===== src/sv/klex_pkg.sv =====
// Shared types, constants and character classification for the keyword token lexer.
package klex_pkg;

	localparam int MAX_TOKEN_LEN = 256;
	localparam int OFFSET_WIDTH  = 32;
	localparam int LEN_CAP_INT   = (MAX_TOKEN_LEN - 1 < 255) ? (MAX_TOKEN_LEN - 1) : 255;
	localparam logic [7:0] LEN_CAP = 8'(LEN_CAP_INT);

	localparam int OQ_DEPTH = 4;
	localparam int OQ_PTR_W = $clog2(OQ_DEPTH);
	localparam int OQ_CNT_W = $clog2(OQ_DEPTH + 1);

	localparam logic [4:0] KIND_FUN       = 5'd0;
	localparam logic [4:0] KIND_LET       = 5'd1;
	localparam logic [4:0] KIND_RETURN    = 5'd2;
	localparam logic [4:0] KIND_INT       = 5'd3;
	localparam logic [4:0] KIND_INTDOLLAR = 5'd4;
	localparam logic [4:0] KIND_IDENT     = 5'd5;
	localparam logic [4:0] KIND_INTLIT    = 5'd6;
	localparam logic [4:0] KIND_LPAREN    = 5'd7;
	localparam logic [4:0] KIND_RPAREN    = 5'd8;
	localparam logic [4:0] KIND_LBRACE    = 5'd9;
	localparam logic [4:0] KIND_RBRACE    = 5'd10;
	localparam logic [4:0] KIND_COLON     = 5'd11;
	localparam logic [4:0] KIND_SEMI      = 5'd12;
	localparam logic [4:0] KIND_PLUS      = 5'd13;
	localparam logic [4:0] KIND_MINUS     = 5'd14;
	localparam logic [4:0] KIND_STAR      = 5'd15;
	localparam logic [4:0] KIND_SLASH     = 5'd16;
	localparam logic [4:0] KIND_ASSIGN    = 5'd17;
	localparam logic [4:0] KIND_UNKNOWN   = 5'd18;
	localparam logic [4:0] KIND_EOF       = 5'd19;

	localparam logic [7:0] CH_HASH    = 8'h23;
	localparam logic [7:0] CH_DOLLAR  = 8'h24;
	localparam logic [7:0] CH_NEWLINE = 8'h0a;
	localparam logic [7:0] CH_UNDER   = 8'h5f;

	localparam int NUM_KW = 5;
	localparam int KW_IDX_INTDOLLAR = 4;
	localparam logic [7:0] KW_LEN_INT = 8'd3;

	localparam logic [7:0] KW_TEXT [NUM_KW][6] = '{
		'{8'h66, 8'h75, 8'h6e, 8'h00, 8'h00, 8'h00},
		'{8'h6c, 8'h65, 8'h74, 8'h00, 8'h00, 8'h00},
		'{8'h72, 8'h65, 8'h74, 8'h75, 8'h72, 8'h6e},
		'{8'h69, 8'h6e, 8'h74, 8'h00, 8'h00, 8'h00},
		'{8'h69, 8'h6e, 8'h74, 8'h24, 8'h00, 8'h00}
	};
	localparam logic [7:0] KW_LEN [NUM_KW] = '{8'd3, 8'd3, 8'd6, 8'd3, 8'd4};

	typedef enum logic [1:0] {
		MODE_IDLE    = 2'd0,
		MODE_COMMENT = 2'd1,
		MODE_WORD    = 2'd2,
		MODE_NUMBER  = 2'd3
	} mode_t;

	typedef struct packed {
		logic [7:0] char_code;
		logic       end_of_input;
	} src_word_t;

	typedef struct packed {
		logic [4:0]  token_kind;
		logic [31:0] token_start;
		logic [7:0]  token_length;
		logic [7:0]  unknown_char;
		logic        last_of_run;
	} tok_word_t;

	typedef struct packed {
		logic [1:0] count;
		tok_word_t  w0;
		tok_word_t  w1;
	} push_t;

	function automatic logic is_letter(input logic [7:0] c);
		return (c >= 8'h61 && c <= 8'h7a) || (c >= 8'h41 && c <= 8'h5a) || c == CH_UNDER;
	endfunction

	function automatic logic is_digit(input logic [7:0] c);
		return c >= 8'h30 && c <= 8'h39;
	endfunction

	function automatic logic is_space(input logic [7:0] c);
		return c == 8'h20 || (c >= 8'h09 && c <= 8'h0d);
	endfunction

	// Keeps each candidate keyword whose character at position i equals c.
	function automatic logic [NUM_KW-1:0] kw_keep(input logic [NUM_KW-1:0] cand,
			input logic [7:0] i, input logic [7:0] c);
		logic [NUM_KW-1:0] keep;
		keep = '0;
		for (int k = 0; k < NUM_KW; k++) begin
			if (cand[k] && i < KW_LEN[k] && KW_TEXT[k][i[2:0]] == c) begin
				keep[k] = 1'b1;
			end
		end
		return keep;
	endfunction

	function automatic logic [4:0] word_kind(input logic [NUM_KW-1:0] cand,
			input logic [7:0] len);
		logic [4:0] kind;
		kind = KIND_IDENT;
		for (int k = 0; k < KW_IDX_INTDOLLAR; k++) begin
			if (cand[k] && len == KW_LEN[k]) begin
				kind = 5'(k);
			end
		end
		return kind;
	endfunction

	function automatic logic [5:0] punct_kind(input logic [7:0] c);
		logic       hit;
		logic [4:0] kind;
		hit  = 1'b1;
		kind = KIND_UNKNOWN;
		unique case (c)
			8'h28: kind = KIND_LPAREN;
			8'h29: kind = KIND_RPAREN;
			8'h7b: kind = KIND_LBRACE;
			8'h7d: kind = KIND_RBRACE;
			8'h3a: kind = KIND_COLON;
			8'h3b: kind = KIND_SEMI;
			8'h2b: kind = KIND_PLUS;
			8'h2d: kind = KIND_MINUS;
			8'h2a: kind = KIND_STAR;
			8'h2f: kind = KIND_SLASH;
			8'h3d: kind = KIND_ASSIGN;
			default: hit = 1'b0;
		endcase
		return {hit, kind};
	endfunction

endpackage


===== src/sv/klex_scan.sv =====
// Scanner state and per-byte classification that produces up to two tokens per byte.
module klex_scan (
	input  logic                  clk,
	input  logic                  arst_n,
	input  logic                  accept,
	input  klex_pkg::src_word_t   src_word,
	output klex_pkg::push_t       push
);

	klex_pkg::mode_t                       mode_q, mode_d;
	logic [klex_pkg::OFFSET_WIDTH-1:0]     start_q, start_d;
	logic [klex_pkg::OFFSET_WIDTH-1:0]     pos_q, pos_d;
	logic [7:0]                            len_q, len_d;
	logic [klex_pkg::NUM_KW-1:0]           cand_q, cand_d;

	logic [7:0] c;
	logic       eoi;
	logic       c_letter, c_digit, c_alnum, c_space;
	logic       dollar_hit;
	logic       run_idle;
	logic [5:0] pk;
	logic [7:0] len_grow;

	klex_pkg::tok_word_t tok_a, tok_b;
	logic                a_valid, b_valid;

	assign c          = src_word.char_code;
	assign eoi        = src_word.end_of_input;
	assign c_letter   = klex_pkg::is_letter(c);
	assign c_digit    = klex_pkg::is_digit(c);
	assign c_alnum    = c_letter | c_digit;
	assign c_space    = klex_pkg::is_space(c);
	assign pk         = klex_pkg::punct_kind(c);
	assign len_grow   = (len_q < klex_pkg::LEN_CAP) ? len_q + 8'd1 : len_q;
	assign dollar_hit = c == klex_pkg::CH_DOLLAR && cand_q[klex_pkg::KW_IDX_INTDOLLAR]
		&& len_q == klex_pkg::KW_LEN_INT;

	// The byte is handled from the idle state, after any pending token is flushed.
	always_comb begin
		run_idle = 1'b0;
		unique case (mode_q)
			klex_pkg::MODE_IDLE:    run_idle = 1'b1;
			klex_pkg::MODE_COMMENT: run_idle = 1'b0;
			klex_pkg::MODE_WORD:    run_idle = !c_alnum && !dollar_hit;
			klex_pkg::MODE_NUMBER:  run_idle = !c_digit;
			default:                run_idle = 1'b0;
		endcase
	end

	always_comb begin
		mode_d  = mode_q;
		start_d = start_q;
		len_d   = len_q;
		cand_d  = cand_q;
		pos_d   = pos_q;
		if (accept) begin
			pos_d = pos_q + 1'b1;
			if (eoi) begin
				mode_d  = klex_pkg::MODE_IDLE;
				start_d = '0;
				len_d   = '0;
				cand_d  = '0;
				pos_d   = '0;
			end else if (mode_q == klex_pkg::MODE_COMMENT) begin
				if (c == klex_pkg::CH_NEWLINE) begin
					mode_d = klex_pkg::MODE_IDLE;
				end
			end else if (mode_q == klex_pkg::MODE_WORD && c_alnum) begin
				cand_d = klex_pkg::kw_keep(cand_q, len_q, c);
				len_d  = len_grow;
			end else if (mode_q == klex_pkg::MODE_NUMBER && c_digit) begin
				len_d = len_grow;
			end else begin
				mode_d = klex_pkg::MODE_IDLE;
				len_d  = '0;
				cand_d = '0;
				if (run_idle) begin
					if (c == klex_pkg::CH_HASH) begin
						mode_d = klex_pkg::MODE_COMMENT;
					end else if (c_letter) begin
						mode_d  = klex_pkg::MODE_WORD;
						start_d = pos_q;
						len_d   = 8'd1;
						cand_d  = klex_pkg::kw_keep('1, 8'd0, c);
					end else if (c_digit) begin
						mode_d  = klex_pkg::MODE_NUMBER;
						start_d = pos_q;
						len_d   = 8'd1;
					end
				end
			end
		end
	end

	always_comb begin
		tok_a              = '0;
		tok_a.token_start  = 32'(start_q);
		tok_a.token_length = len_q;
		tok_a.token_kind   = (mode_q == klex_pkg::MODE_NUMBER) ? klex_pkg::KIND_INTLIT
			: klex_pkg::word_kind(cand_q, len_q);
		if (!eoi && dollar_hit) begin
			tok_a.token_kind   = klex_pkg::KIND_INTDOLLAR;
			tok_a.token_length = 8'd4;
		end
		a_valid = accept && (mode_q == klex_pkg::MODE_WORD || mode_q == klex_pkg::MODE_NUMBER)
			&& (eoi || run_idle || (mode_q == klex_pkg::MODE_WORD && dollar_hit));

		tok_b             = '0;
		tok_b.token_start = 32'(pos_q);
		tok_b.last_of_run = 1'b1;
		if (eoi) begin
			tok_b.token_kind = klex_pkg::KIND_EOF;
		end else if (pk[5]) begin
			tok_b.token_kind   = pk[4:0];
			tok_b.token_length = 8'd1;
		end else begin
			tok_b.token_kind   = klex_pkg::KIND_UNKNOWN;
			tok_b.token_length = 8'd1;
			tok_b.unknown_char = c;
		end
		b_valid = accept && (eoi || (run_idle && !pk[5] == 1'b0) || (run_idle && !(
			c == klex_pkg::CH_HASH || c_space || c_letter || c_digit)));
		tok_a.last_of_run = !b_valid;
	end

	always_comb begin
		push = '0;
		if (a_valid) begin
			push.w0    = tok_a;
			push.w1    = tok_b;
			push.count = b_valid ? 2'd2 : 2'd1;
		end else begin
			push.w0    = tok_b;
			push.w1    = tok_b;
			push.count = b_valid ? 2'd1 : 2'd0;
		end
	end

	always_ff @(posedge clk or negedge arst_n) begin
		if (!arst_n) begin
			mode_q  <= klex_pkg::MODE_IDLE;
			start_q <= '0;
			len_q   <= '0;
			cand_q  <= '0;
			pos_q   <= '0;
		end else begin
			mode_q  <= mode_d;
			start_q <= start_d;
			len_q   <= len_d;
			cand_q  <= cand_d;
			pos_q   <= pos_d;
		end
	end

	a_eoi_resets: assert property (@(posedge clk) disable iff (!arst_n)
		accept && eoi |=> mode_q == klex_pkg::MODE_IDLE && pos_q == '0 && len_q == '0)
		else $error("End of input did not return the scanner to its reset state.");

	a_comment_silent: assert property (@(posedge clk) disable iff (!arst_n)
		accept && !eoi && mode_q == klex_pkg::MODE_COMMENT |-> push.count == 2'd0)
		else $error("A byte inside a comment produced a token.");

	a_idle_clean: assert property (@(posedge clk) disable iff (!arst_n)
		mode_q == klex_pkg::MODE_IDLE || mode_q == klex_pkg::MODE_COMMENT
		|-> len_q == '0 && cand_q == '0)
		else $error("Pending token state left behind outside a word or number.");

endmodule


===== src/sv/klex_outq.sv =====
// Small result queue that takes up to two tokens per cycle and delivers one per cycle while the reader is ready.
module klex_outq (
	input  logic                 clk,
	input  logic                 arst_n,
	input  klex_pkg::push_t      push,
	output logic                 ready,
	output logic                 tok_valid,
	input  logic                 tok_ready,
	output klex_pkg::tok_word_t  tok_word
);

	klex_pkg::tok_word_t             mem_q [klex_pkg::OQ_DEPTH];
	logic [klex_pkg::OQ_PTR_W-1:0]   wr_q, rd_q;
	logic [klex_pkg::OQ_CNT_W-1:0]   count_q;
	logic [klex_pkg::OQ_PTR_W-1:0]   wr_next;
	logic                            pop;

	assign ready     = count_q <= klex_pkg::OQ_CNT_W'(klex_pkg::OQ_DEPTH - 2);
	assign tok_valid = count_q != '0;
	assign tok_word  = mem_q[rd_q];
	assign pop       = tok_valid && tok_ready;
	assign wr_next   = wr_q + 1'b1;

	always_ff @(posedge clk) begin
		if (push.count != 2'd0) begin
			mem_q[wr_q] <= push.w0;
		end
		if (push.count == 2'd2) begin
			mem_q[wr_next] <= push.w1;
		end
	end

	always_ff @(posedge clk or negedge arst_n) begin
		if (!arst_n) begin
			wr_q    <= '0;
			rd_q    <= '0;
			count_q <= '0;
		end else begin
			wr_q    <= wr_q + klex_pkg::OQ_PTR_W'(push.count);
			rd_q    <= rd_q + klex_pkg::OQ_PTR_W'(pop);
			count_q <= count_q + klex_pkg::OQ_CNT_W'(push.count) - klex_pkg::OQ_CNT_W'(pop);
		end
	end

	a_no_overflow: assert property (@(posedge clk) disable iff (!arst_n)
		push.count != 2'd0 |-> 32'(count_q) + 32'(push.count) <= klex_pkg::OQ_DEPTH)
		else $error("Result queue overflow.");

	a_pop_only: assert property (@(posedge clk) disable iff (!arst_n)
		pop && push.count == 2'd0 |=> count_q == $past(count_q) - 1'b1)
		else $error("Queue count did not drop after a lone read.");

endmodule


===== src/sv/keyword_token_lexer.sv =====
// Top level of the keyword token lexer: scanner followed by the result queue.
//
// One source byte (or an end-of-input mark) enters per word on the src channel; tokens
// leave on the tok channel as kind, start offset, length, unknown byte and a flag on the
// last token caused by each input word. Both channels use valid/ready.
// An accepted byte updates the scanner state in the same cycle and its tokens (zero, one
// or two) are written to a four-entry queue; the first token is visible on tok once any
// tokens ahead of it have left. One input word is taken per clock as long as the queue
// holds two or fewer entries; the queue drains one token per clock while the receiver
// is ready.
// When the receiver stalls, tokens collect in the queue and src_ready drops once three
// entries are held; no token is lost or reordered.
// Reset clears the scanner to idle with offset zero and empties the queue. An
// end-of-input word flushes any pending word or number, emits EOF and returns the
// scanner to that same reset state, so the next byte starts a new source at offset 0.
module keyword_token_lexer (
	input  logic                 clk,
	input  logic                 arst_n,
	input  logic                 src_valid,
	output logic                 src_ready,
	input  klex_pkg::src_word_t  src_word,
	output logic                 tok_valid,
	input  logic                 tok_ready,
	output klex_pkg::tok_word_t  tok_word
);

	klex_pkg::push_t push;
	logic            accept;

	assign accept = src_valid && src_ready;

	klex_scan u_scan (
		.clk      (clk),
		.arst_n   (arst_n),
		.accept   (accept),
		.src_word (src_word),
		.push     (push)
	);

	klex_outq u_outq (
		.clk       (clk),
		.arst_n    (arst_n),
		.push      (push),
		.ready     (src_ready),
		.tok_valid (tok_valid),
		.tok_ready (tok_ready),
		.tok_word  (tok_word)
	);

endmodule


===== config.mk =====
export PLATFORM = sky130hd
export DESIGN_NAME = keyword_token_lexer
export DESIGN_NICKNAME = d
export VERILOG_FILES = /design/src/sv/klex_pkg.sv /design/src/sv/klex_scan.sv /design/src/sv/klex_outq.sv /design/src/sv/keyword_token_lexer.sv
export SDC_FILE = /design/constraint.sdc
export NUM_CORES = 1
export LEC_CHECK = 0
export BUFFER_PORTS_ARGS = -buffer_cell sky130_fd_sc_hd__buf_2
export CAP_MARGIN = 5
export CORE_ASPECT_RATIO = 0.75
export CORE_UTILIZATION = 55
export DETAILED_ROUTE_END_ITERATION = 8
export HOLD_SLACK_MARGIN = 0.02
export PLACE_DENSITY = 0.76
export SETUP_SLACK_MARGIN = 0.5
export SLEW_MARGIN = 20
export SYNTH_ARGS = -nofsm -noshare
export SYNTH_HDL_FRONTEND = slang
export SYNTH_SLANG_ARGS = --single-unit

===== constraint.sdc =====
create_clock -name clk -period 5.4 [get_ports clk]
set_input_delay 0.54 -clock clk [delete_from_list [all_inputs] [get_ports clk]]
set_output_delay 0.54 -clock clk [all_outputs]
set_load 0.005 [all_outputs]

**Word-level counts from Yosys, hierarchy flattened**

Memories as Yosys holds them, arrays and structs flattened.
Cells that the tools add are included.

- Magnitude comparators: 14
- $add $sub $neg: 7
- Bitwise gates (word level): 2
- Mux-type cells: 74
- Equality and inequality tests: 39
- Reductions and logical operators: 59

Operator list:

| kind | number |
|---|---|
| $mux W32 | 9 |
| $mux W8 | 20 |
| $mux W110 | 1 |
| $eq A8 B6 Y1 const B | 12 |
| $pmux W5 S11 | 1 |
| $mux W5 | 10 |
| $eq A8 B8 Y1 | 5 |
| $add A32 B1 Y32 const B | 1 |
| $eq A7 B8 Y1 const A | 4 |
| $logic_and A1 B1 Y1 | 32 |
| $eq A8 B7 Y1 const B | 3 |
| $mux W2 | 10 |
| $ge A8 B7 Y1 const B | 2 |
| $le A8 B7 Y1 const B | 2 |
| $lt A8 B3 Y1 const B | 2 |
| $mux W1 | 16 |
| $mux W3 | 5 |
| $logic_or A1 B1 Y1 | 11 |
| $reduce_or A11 Y1 | 1 |
| $mux W9 | 1 |
| $ne A3 B2 Y1 const B | 3 |
| $add A8 B1 Y8 const B | 1 |
| $eq A8 B2 Y1 const B | 1 |
| $eq A8 B3 Y1 const B | 1 |
| other kinds (29) | 41 |

- Register bits: 86
- Memories: 6
- Input port bits: 13
- Memory bits (read-only): 320
- Word-level logic and storage cells: 209
- RAM bits: 216
- Output and inout bits: 56

Memories:

| name | words | bits a word | read ports | clocked after memory_dff | write ports | RTL line | RTL |
|---|---|---|---|---|---|---|---|
| u_outq.mem_q | 4 | 54 | 1 | 0 | 2 | klex_outq.sv:12 | `klex_pkg::tok_word_t mem_q [klex_pkg::OQ_DEPTH];` |
| (name not given) | 8 | 8 | 1 | 0 | 0 | klex_pkg.sv:96 | `if (cand[k] && i < KW_LEN[k] && KW_TEXT[k][i[2:0]] == c) begin` |
| (name not given) | 8 | 8 | 1 | 0 | 0 | klex_pkg.sv:96 |  |
| (name not given) | 8 | 8 | 1 | 0 | 0 | klex_pkg.sv:96 |  |
| (name not given) | 8 | 8 | 1 | 0 | 0 | klex_pkg.sv:96 |  |
| (name not given) | 8 | 8 | 1 | 0 | 0 | klex_pkg.sv:96 |  |

**Logic depth before layout (Yosys ltp)**

Gate-level depths: netlist of the first run.

- Depth in word-level cells: 17
- Gate-level depth with buffers: 17
- Depth with buffers taken out: 15

**Hierarchy**

Synthesis of the first run repeated with hierarchy kept, for this count alone.

- Cells, all modules: 1141
- Area total of the unflattened synthesis: 16777.3 um^2

Modules (own cells, without submodules):

| module | area each (um^2) | cells each | instances | sequential area each (um^2) |
|---|---|---|---|---|
| klex_outq | 11492.3 | 563 | 1 | 6661.4 |
| klex_scan | 5278.8 | 577 | 1 | 1976.9 |
| keyword_token_lexer | 6.3 | 1 | 1 | 0.0 |

**Worst setup path before layout of the first run**

Ideal clock, no wire load.

- Kind: input to register
- From: in src_word[1] in the netlist's numbering
- To: mem u_outq.mem_q[3][53] in the netlist's numbering, data pin
- Required time: 5.260 ns
- Arrival: 4.219 ns
- Stages: 16
- Path buffers: 3
- Setup slack: 1.041 ns
- Setup time: 0.140 ns
- Path through: buf_2 -> or3_1 -> a211oi_1 -> nor3_2 -> nor3b_4 -> o21a_1 -> nor3_1 -> ha_1 -> clkbuf_1 -> inv_1 -> nor3_1 -> nor2_1 -> inv_1 -> o21ai_1 -> buf_2 -> nor2_1

RTL lines:

| element | RTL line | RTL |
|---|---|---|
| from (decl) | keyword_token_lexer.sv:21 | `input klex_pkg::src_word_t src_word,` |
| to (decl) | klex_outq.sv:12 |  |

==> results.md, run 1 <==
- Vias/cell: approximately 6.6
- CP Capture Type: flop
- CORE AREA: approximately 0.027 mm^2
- Sequence of cells on the critical path: ha_1 > or4bb_1 > nor4_4 > nand2_1 > a21oi_1 > nor3_1 > ha_1 > and3_1 > nor2_1 > inv_2 > buf_4
- DRC: 0
- Total Wirelength: ~37000 um
- P_leak: 6.02 nW
- Largest family of logic cells by synthesized area: compound AO/OA/AOI/OAI gates
- Setup TNS Final: 0 ns
- Die ar.: ~0.028 mm^2
- CP Max Fanout: 24
- Number of routed nets with antenna violations: 0
- Post-CTS Setup Bufs: 0
- Rows: 52
- Number of antenna repair diodes: 0
- Clk Latency, worst-skew pair: approximately 0.55 ns
- Total number of vias: around 10000
- Drt wl/cell: 23.2 um
- R2r setup slk: ~1.1 ns
- Post-route clock period utilization: between 80 and 90%
- CTS Buffer Depth: 3
- Most frequently used flop master after synthesis: edfxtp_1
- CP dominant cell by count: ha_1
- CP Data Required Time: roughly 5.7 ns
- Starting Density: between 50% and 60%
- Port buffer count: 68
- Synthesized area per cell: approximately 13 um^2
- Multiplexer share of the synthesized area: under 10%
- CP delay by family, top: simple AND/OR/NAND/NOR gates
- Buf/Inv on CP: 2
- Flops & latches, synth: about 300
- Synth cell types: 86
- Register clock-pin slew on the reported worst setup and hold paths: 0.06 ns
- Post-Syn Nets: around 1200
- Layout Utilization: 61.0%
- RSZ-0062 raised after global routing: false
- Power per cell area: between 400 and 500 mW/mm^2
- Die H: ~150 um
- Proportion of layout cells with a drive suffix above 1: a little under 20%
- Slew margin rel.: a little under a third
- Vias in the first global route: a little under 10000
- CTS Root Buffer Type: clkbuf_16
- First-pass GRT wire length: 57400 um
- Detailed Route Iter0 Violations: around 1300
- Cells after Synth: 1191
- Max Slew Vio Count: 0
- Length of the first detailed-routing pass in iterations: 7
- Worst path slowest cell: dfrtp_1
- Clk_skew: around 0.022 ns
- Simple-Gate Fraction of Synth Area: 11.2%
- Endpoints failing hold: 0
- Post-Synth Adder-Cell Area: about 1.5%
- Register area share after synthesis: 55.2%
- Synth async-reset ratio: between 20 and 30%
- Final hold slack: 0.379 ns
- Slew @ Worst Pin: around 1.0 ns
- DP Wirelength: around 23000 um
- Slowest stage delay, CP: around 0.65 ns
- Fin crit period: 4.35 ns
- Global route overflow: 0
- # H-tree levels: 1
- Post-synth EDFFs: 184
- Complex-gate fraction of the synthesized area: between 15 and 20%
- Worst Hold Class: in2reg
- Layout Nets: between 1000 and 1500
- Initial antenna violation count: 1
- Setup Viol. Count Final: 0
- CTS Sinks: 302
- Synth-to-Final Area Change: 9.00%
- GRT Overall Usage: 26.4%
- Largest net degree at the start of global routing: 56
- CTS buffer count: 29
- Synthesized area: 0.0151 mm^2
- Fmax: ~230 MHz
- I/O pin cnt: 69
- Crit Path Class: reg2reg
- Chip Width: around 190 um
- Maxcap violations: 0
- Outcome: completed
- CTS-repair resized insts: 0
- Startpoint types: flop
- CTS tree: yes
- Yosys warning total: 0
- GP Congestion: approximately 0.9
- Data arrival, critical path: 4.63 ns
- XOR/XNOR Fraction of Synth Area: ~2.6%
- CTS Hold Bufs: 1
- VDD IR max: 0.369 mV
==> cell usage in the layout (no fill, tap or decap), drive strengths merged, types with 6 or more instances in the layout <==
cell type,n
clkbuf,40
xnor2,18
nor4,9
o21ai,35
nor2b,7
nor2,107
inv,30
a21o,6
and3,6
nand2b,9
o22ai,18
nand4,12
buf,90
and2,7
and4,7
a211oi,7
dfxtp,32
xor2,26
or3,12
a21oi,32
edfxtp,184
mux4,54
clkinv,9
nand3,29
ha,16
a31oi,6
dfrtp,86
a22o,184
nor3,15
nand2,61
==> layer usage <==
layer  vias to the layer above  share of wire [%]  GRT usage (%)
met3                        50                 10           6.82
li1                       4613                  -              -
met5                         -              0.022              0
met1                      5280                 45           41.3
met4                         2                1.4           5.08
met2                       480                 44           37.1
==> state kept, by name (all words and copies together), names as in the netlist <==
register,flops
u_outq.mem_q,216
u_scan.pos_q,32
u_scan.start_q,32
u_scan.len_q,8
u_scan.cand_q,5
u_outq.count_q,3
u_outq.rd_q,2
u_outq.wr_q,2
u_scan.mode_q,2
==> cells by family (layout without fill, tap and decap cells) <==
family | Yosys count | after routing
compound gates | 317 | 317
xor+xnor | 44 | 44
fa+ha+maj | 17 | 17
buf+inv | 139 | 173
flops | 302 | 302
mux | 60 | 60
simple gates | 312 | 312
==> synthesized netlist by cell type (9+ instances only) <==
library cell / instances / area [um^2]
xnor2_1: 18 / 158
dfxtp_1: 32 / 641
dfrtp_1: 86 / 2150
nand2_1: 59 / 221
buf_2: 54 / 270
ha_1: 16 / 200
clkbuf_1: 32 / 120
nand2b_1: 9 / 56.3
o21ai_0: 27 / 135
inv_1: 26 / 97.6
xor2_1: 26 / 228
or3_1: 12 / 75.1
nand3_1: 28 / 140
nor2_1: 102 / 383
mux4_2: 54 / 1220
buf_6: 13 / 146
nand4_1: 12 / 75.1
o22ai_1: 18 / 113
a21oi_1: 29 / 145
edfxtp_1: 184 / 5530
nor3_1: 12 / 60.1
a22o_1: 184 / 1610
==> final timing paths <==
| check | start | end | depth (start not counted) |
|---|---|---|---|
| worst max-delay path | u_scan.len_q[0]$_DFFE_PN0P_ | u_outq.mem_q[2][27]$_DFFE_PP_ | 11 |
| worst min-delay path | tok_ready | u_outq.rd_q[0]$_DFF_PN0_ | 3 |
| worst max register to register | u_scan.len_q[0]$_DFFE_PN0P_ | u_outq.mem_q[2][27]$_DFFE_PP_ | 11 |
| worst min register to register | u_outq.mem_q[0][11]$_SDFFE_PP0P_ | u_outq.mem_q[0][11]$_SDFFE_PP0P_ | 2 |
| max in group asynchronous | arst_n | u_outq.wr_q[0]$_DFF_PN0_ | 3 |
| min in group asynchronous | arst_n | u_scan.pos_q[9]$_DFFE_PN0P_ | 2 |
==> tightest hold or removal path, stage by stage <==
cell,delay (ns)
buf_2,0.07
and2_1,0.14
ha_1,0.13
==> power breakdown <==
part           total [mW]  switching, mW  leakage, nW  internal [mW]
Sequential           3.23          0.337         3.06           2.89
Combinational        1.97           1.11         2.49          0.855
Clock                2.04          0.864        0.472           1.18
==> through the flow <==
stage / instances / total power, mW / area, um^2 / setup WS, ns
final: 1576 / 7.24 / 16400 / 1.05
after global routing: 1576 / 7.56 / 16400 / 0.876
after CTS: 1576 / 7.27 / 16400 / 1.12
after detailed placement: 1521 / 5.25 / 15500 / 0.976
after global placement: 1521 / 5.20 / 15500 / 1.06
after floorplan: 1191 / 4.49 / 15100 / 1.04
==> cell type report <==
cell class | instances | area (um^2)
clock buffer | 40 | 797
timing repair buffer | 91 | 556
sequential | 302 | 8320
inverter | 28 | 108
clock inverter | 14 | 156
fill | 2097 | 10500
tap | 351 | 439
multi-input combinational | 750 | 6060
(Power assumes the default switching activity.)
==> inputs of run 2 (changes only) <==
- PLACE_DENSITY: 0.76 -> 0.78
- clock period: 5.4 -> 3.6 ns (I/O delays scaled with it)
==> results.md, run 2 (synthesis gave the netlist of run 1 again) <==
- Outcome: completed
- Clk Latency, worst-skew pair: 0.57 ns (+0.02 ns)
- CTS Sinks: 302 (unchanged)
- DP Area: 0.0160 mm^2 (+3.6%)
- Dpl ws: 0.0821 ns (-0.894 ns)
- Die H: 145 um (unchanged)
- Startpoint types: flop
- GRT Overall Usage: 27.9% (+1.6 points)
- Most frequent cells in the layout: a22o_1, edfxtp_1, nor2_1
- Proportion of layout cells with a drive suffix above 1: 27.3% (+7.9 points)
- Setup Viol. Count Final: 0 (unchanged)
- Buf/Inv on CP: 5 (+3)
- Post-route cell area: 0.0177 mm^2 (+7.9%)
- WP depth: 16 (+5)
- Cells on worst reg2reg path: 16 (+5)
- Rows: 52 (unchanged)
- Hold Path Depth: 3 (unchanged)
- P_leak: 6.54 nW (+8.7%)
- Layout Nets: 1314 (+6.7%)
- I/O pin cnt: 69 (unchanged)
- CTS Root Buffer Type: clkbuf_16
- Maxcap violations: 0 (unchanged)
- CP dominant cell by count: ha_4
- Largest regs: u_outq.mem_q: 216 flops, u_scan.pos_q: 32 flops, u_scan.start_q: 32 flops
- GP Congestion: 0.924 (+2.1%)
- DRC: 0 (unchanged)
- Detailed Route Iter0 Violations: 1519 (+20%)
- Post-route clock period utilization: 88.9% (+8.4 points)
- Max Slew Vio Count: 0 (unchanged)
- Fin cells: 1658 (+5.2%)
- DP Wirelength: 23500 um (+3.1%)
- Data arrival, critical path: 3.51 ns (-1.12 ns)
- Number of flip-flops in the largest register: 216 (unchanged)
- CP Data Required Time: 3.91 ns (-1.78 ns)
- RSZ-0062 raised after global routing: true
- Placed cells: 1557 (+2.4%)
- Worst Hold Class: in2reg
- Largest net degree at the start of global routing: 77 (+38%)
- Crit Path Class: reg2reg
- CP delay by family, top: simple AND/OR/NAND/NOR gates
- Sequence of cells on the critical path: ha_4 > or4bb_4 > nor4_4 > nand2_1 > a21oi_2 > buf_4 > or3_4 > ha_4 > inv_4 > and3_4 > nor2_4 > buf_6 > clkinvlp_4 > buf_12 > o21ai_4 > nor2_1
- CTS tree: yes
- Slew @ Worst Pin: 0.963 ns (-0.0622 ns)
- Final worst setup slack: 0.401 ns (-0.652 ns)
- Length of the first detailed-routing pass in iterations: 7 (unchanged)
- Fmax: 313 MHz (+36%)
- Clk_skew: 0.0190 ns (-0.00248 ns)
- Power per cell area: 655 mW/mm^2 (+49%)
- Vias in the first global route: 10800 (+9.3%)
- CTS Buffer Depth: 3 (unchanged)
- CTS buffer count: 29 (unchanged)
- Worst path slowest cell: or4bb_4
- Slowest stage delay, CP: 0.48 ns (-0.17 ns)
- # H-tree levels: 1 (unchanged)
- Synth-to-Final Area Change: 17.6%
- Die ar.: 0.0281 mm^2 (unchanged)
- CORE AREA: 0.0269 mm^2 (unchanged)
- Endpoints failing hold: 0 (unchanged)
- Total number of vias: 11300 (+8.7%)
- CP Capture Type: flop
- Slew margin rel.: 35.1% (+3.9 points)
- Register clock-pin slew on the reported worst setup and hold paths: 0.06 ns (about the same)
- Number of routed nets with antenna violations: 0 (unchanged)
- Starting Density: 56.0% (unchanged)
- Global route overflow: 0 (unchanged)
- CP Max Fanout: 5 (-79%)
- Vias/cell: 6.83 (+3.3%)
- Initial antenna violation count: 1 (unchanged)
- Port buffer count: 68 (unchanged)
- Total Wirelength: 42600 um (+17%)
- Chip Width: 193 um (unchanged)
- Top reg by flops: u_outq.mem_q
- VDD IR max: 0.410 mV (+11%)
- Fin crit period: 3.20 ns (-1.15 ns)
- First-pass GRT wire length: 60800 um (+5.9%)
- Drt wl/cell: 25.7 um (+11%)
run 2: worst min-delay path, cell delays in order:
cell and delay [ns]:
buf_2 0.07, and2_1 0.23, ha_1 0.15
run 2: path summary, 6_finish.rpt:
| kind | startpoint | endpoint | slack [ns] |
|---|---|---|---|
| max in group asynchronous | arst_n | u_scan.start_q[19]$_DFFE_PN0P_ | 2.48 |
| setup reg to reg | u_scan.len_q[1]$_DFFE_PN0P_ | u_outq.mem_q[3][7]$_DFFE_PP_ | 0.40 |
| hold reg to reg | u_outq.mem_q[2][12]$_SDFFE_PP0P_ | u_outq.mem_q[2][12]$_SDFFE_PP0P_ | 0.47 |
| min in group asynchronous | arst_n | u_scan.start_q[8]$_DFFE_PN0P_ | 0.40 |
| setup / recovery | u_scan.len_q[1]$_DFFE_PN0P_ | u_outq.mem_q[3][7]$_DFFE_PP_ | 0.40 |
| hold / removal | tok_ready | u_outq.rd_q[0]$_DFF_PN0_ | 0.29 |
run 2: power by group:
part | internal, mW | total (mW) | leakage (nW) | switching, mW
clock | 1.62 | 2.92 | 0.439 | 1.30
sequential | 4.33 | 4.84 | 3.05 | 0.507
combinational | 1.79 | 3.85 | 3.05 | 2.06
run 2: metrics by stage:
| stage | setup TNS, ns | util, % | hold slack, ns | total power [mW] |
|---|---|---|---|---|
| after global placement | 0 | 59.5 | 0.438 | 8.02 |
| final | 0 | 65.8 | 0.291 | 11.6 |
| after CTS | 0 | 63.8 | 0.0326 | 11.2 |
| after global routing | 0 | 65.8 | 0.277 | 12.0 |
| after detailed placement | 0 | 59.5 | 0.452 | 8.12 |
| after floorplan | -0.0752 | - | 0.0644 | 6.79 |
run 2: cell type report:
class	instances	area [um^2]
antenna	1	2.50
clock buffer	36	782
clock inverter	17	129
fill	1880	9210
inverter	28	128
multi-input combinational	751	6290
sequential	302	8330
tap	351	439
timing repair buffer	172	1640
run 2: timing repair:
| item | 4_1_cts | 5_1_grt |
|---|---|---|
| hold endpoints to repair | 0 | 75 |
| setup buffers | 16 | 14 |
| resized for setup | 17 | 28 |
| pin swaps | 10 | 11 |
| hold buffers | 0 | 1 |
| endpoints found under the setup margin | 313 | 365 |
| gates cloned | 2 | 14 |
run 2: routing by layer:
metal	vias to the layer above	global-route usage [%]	wire (um)
li1	4781	-	-
met4	0	7.62	1330
met3	131	5.47	5100
met1	5658	41.9	17000
met2	762	41.7	19200
met5	-	0	0
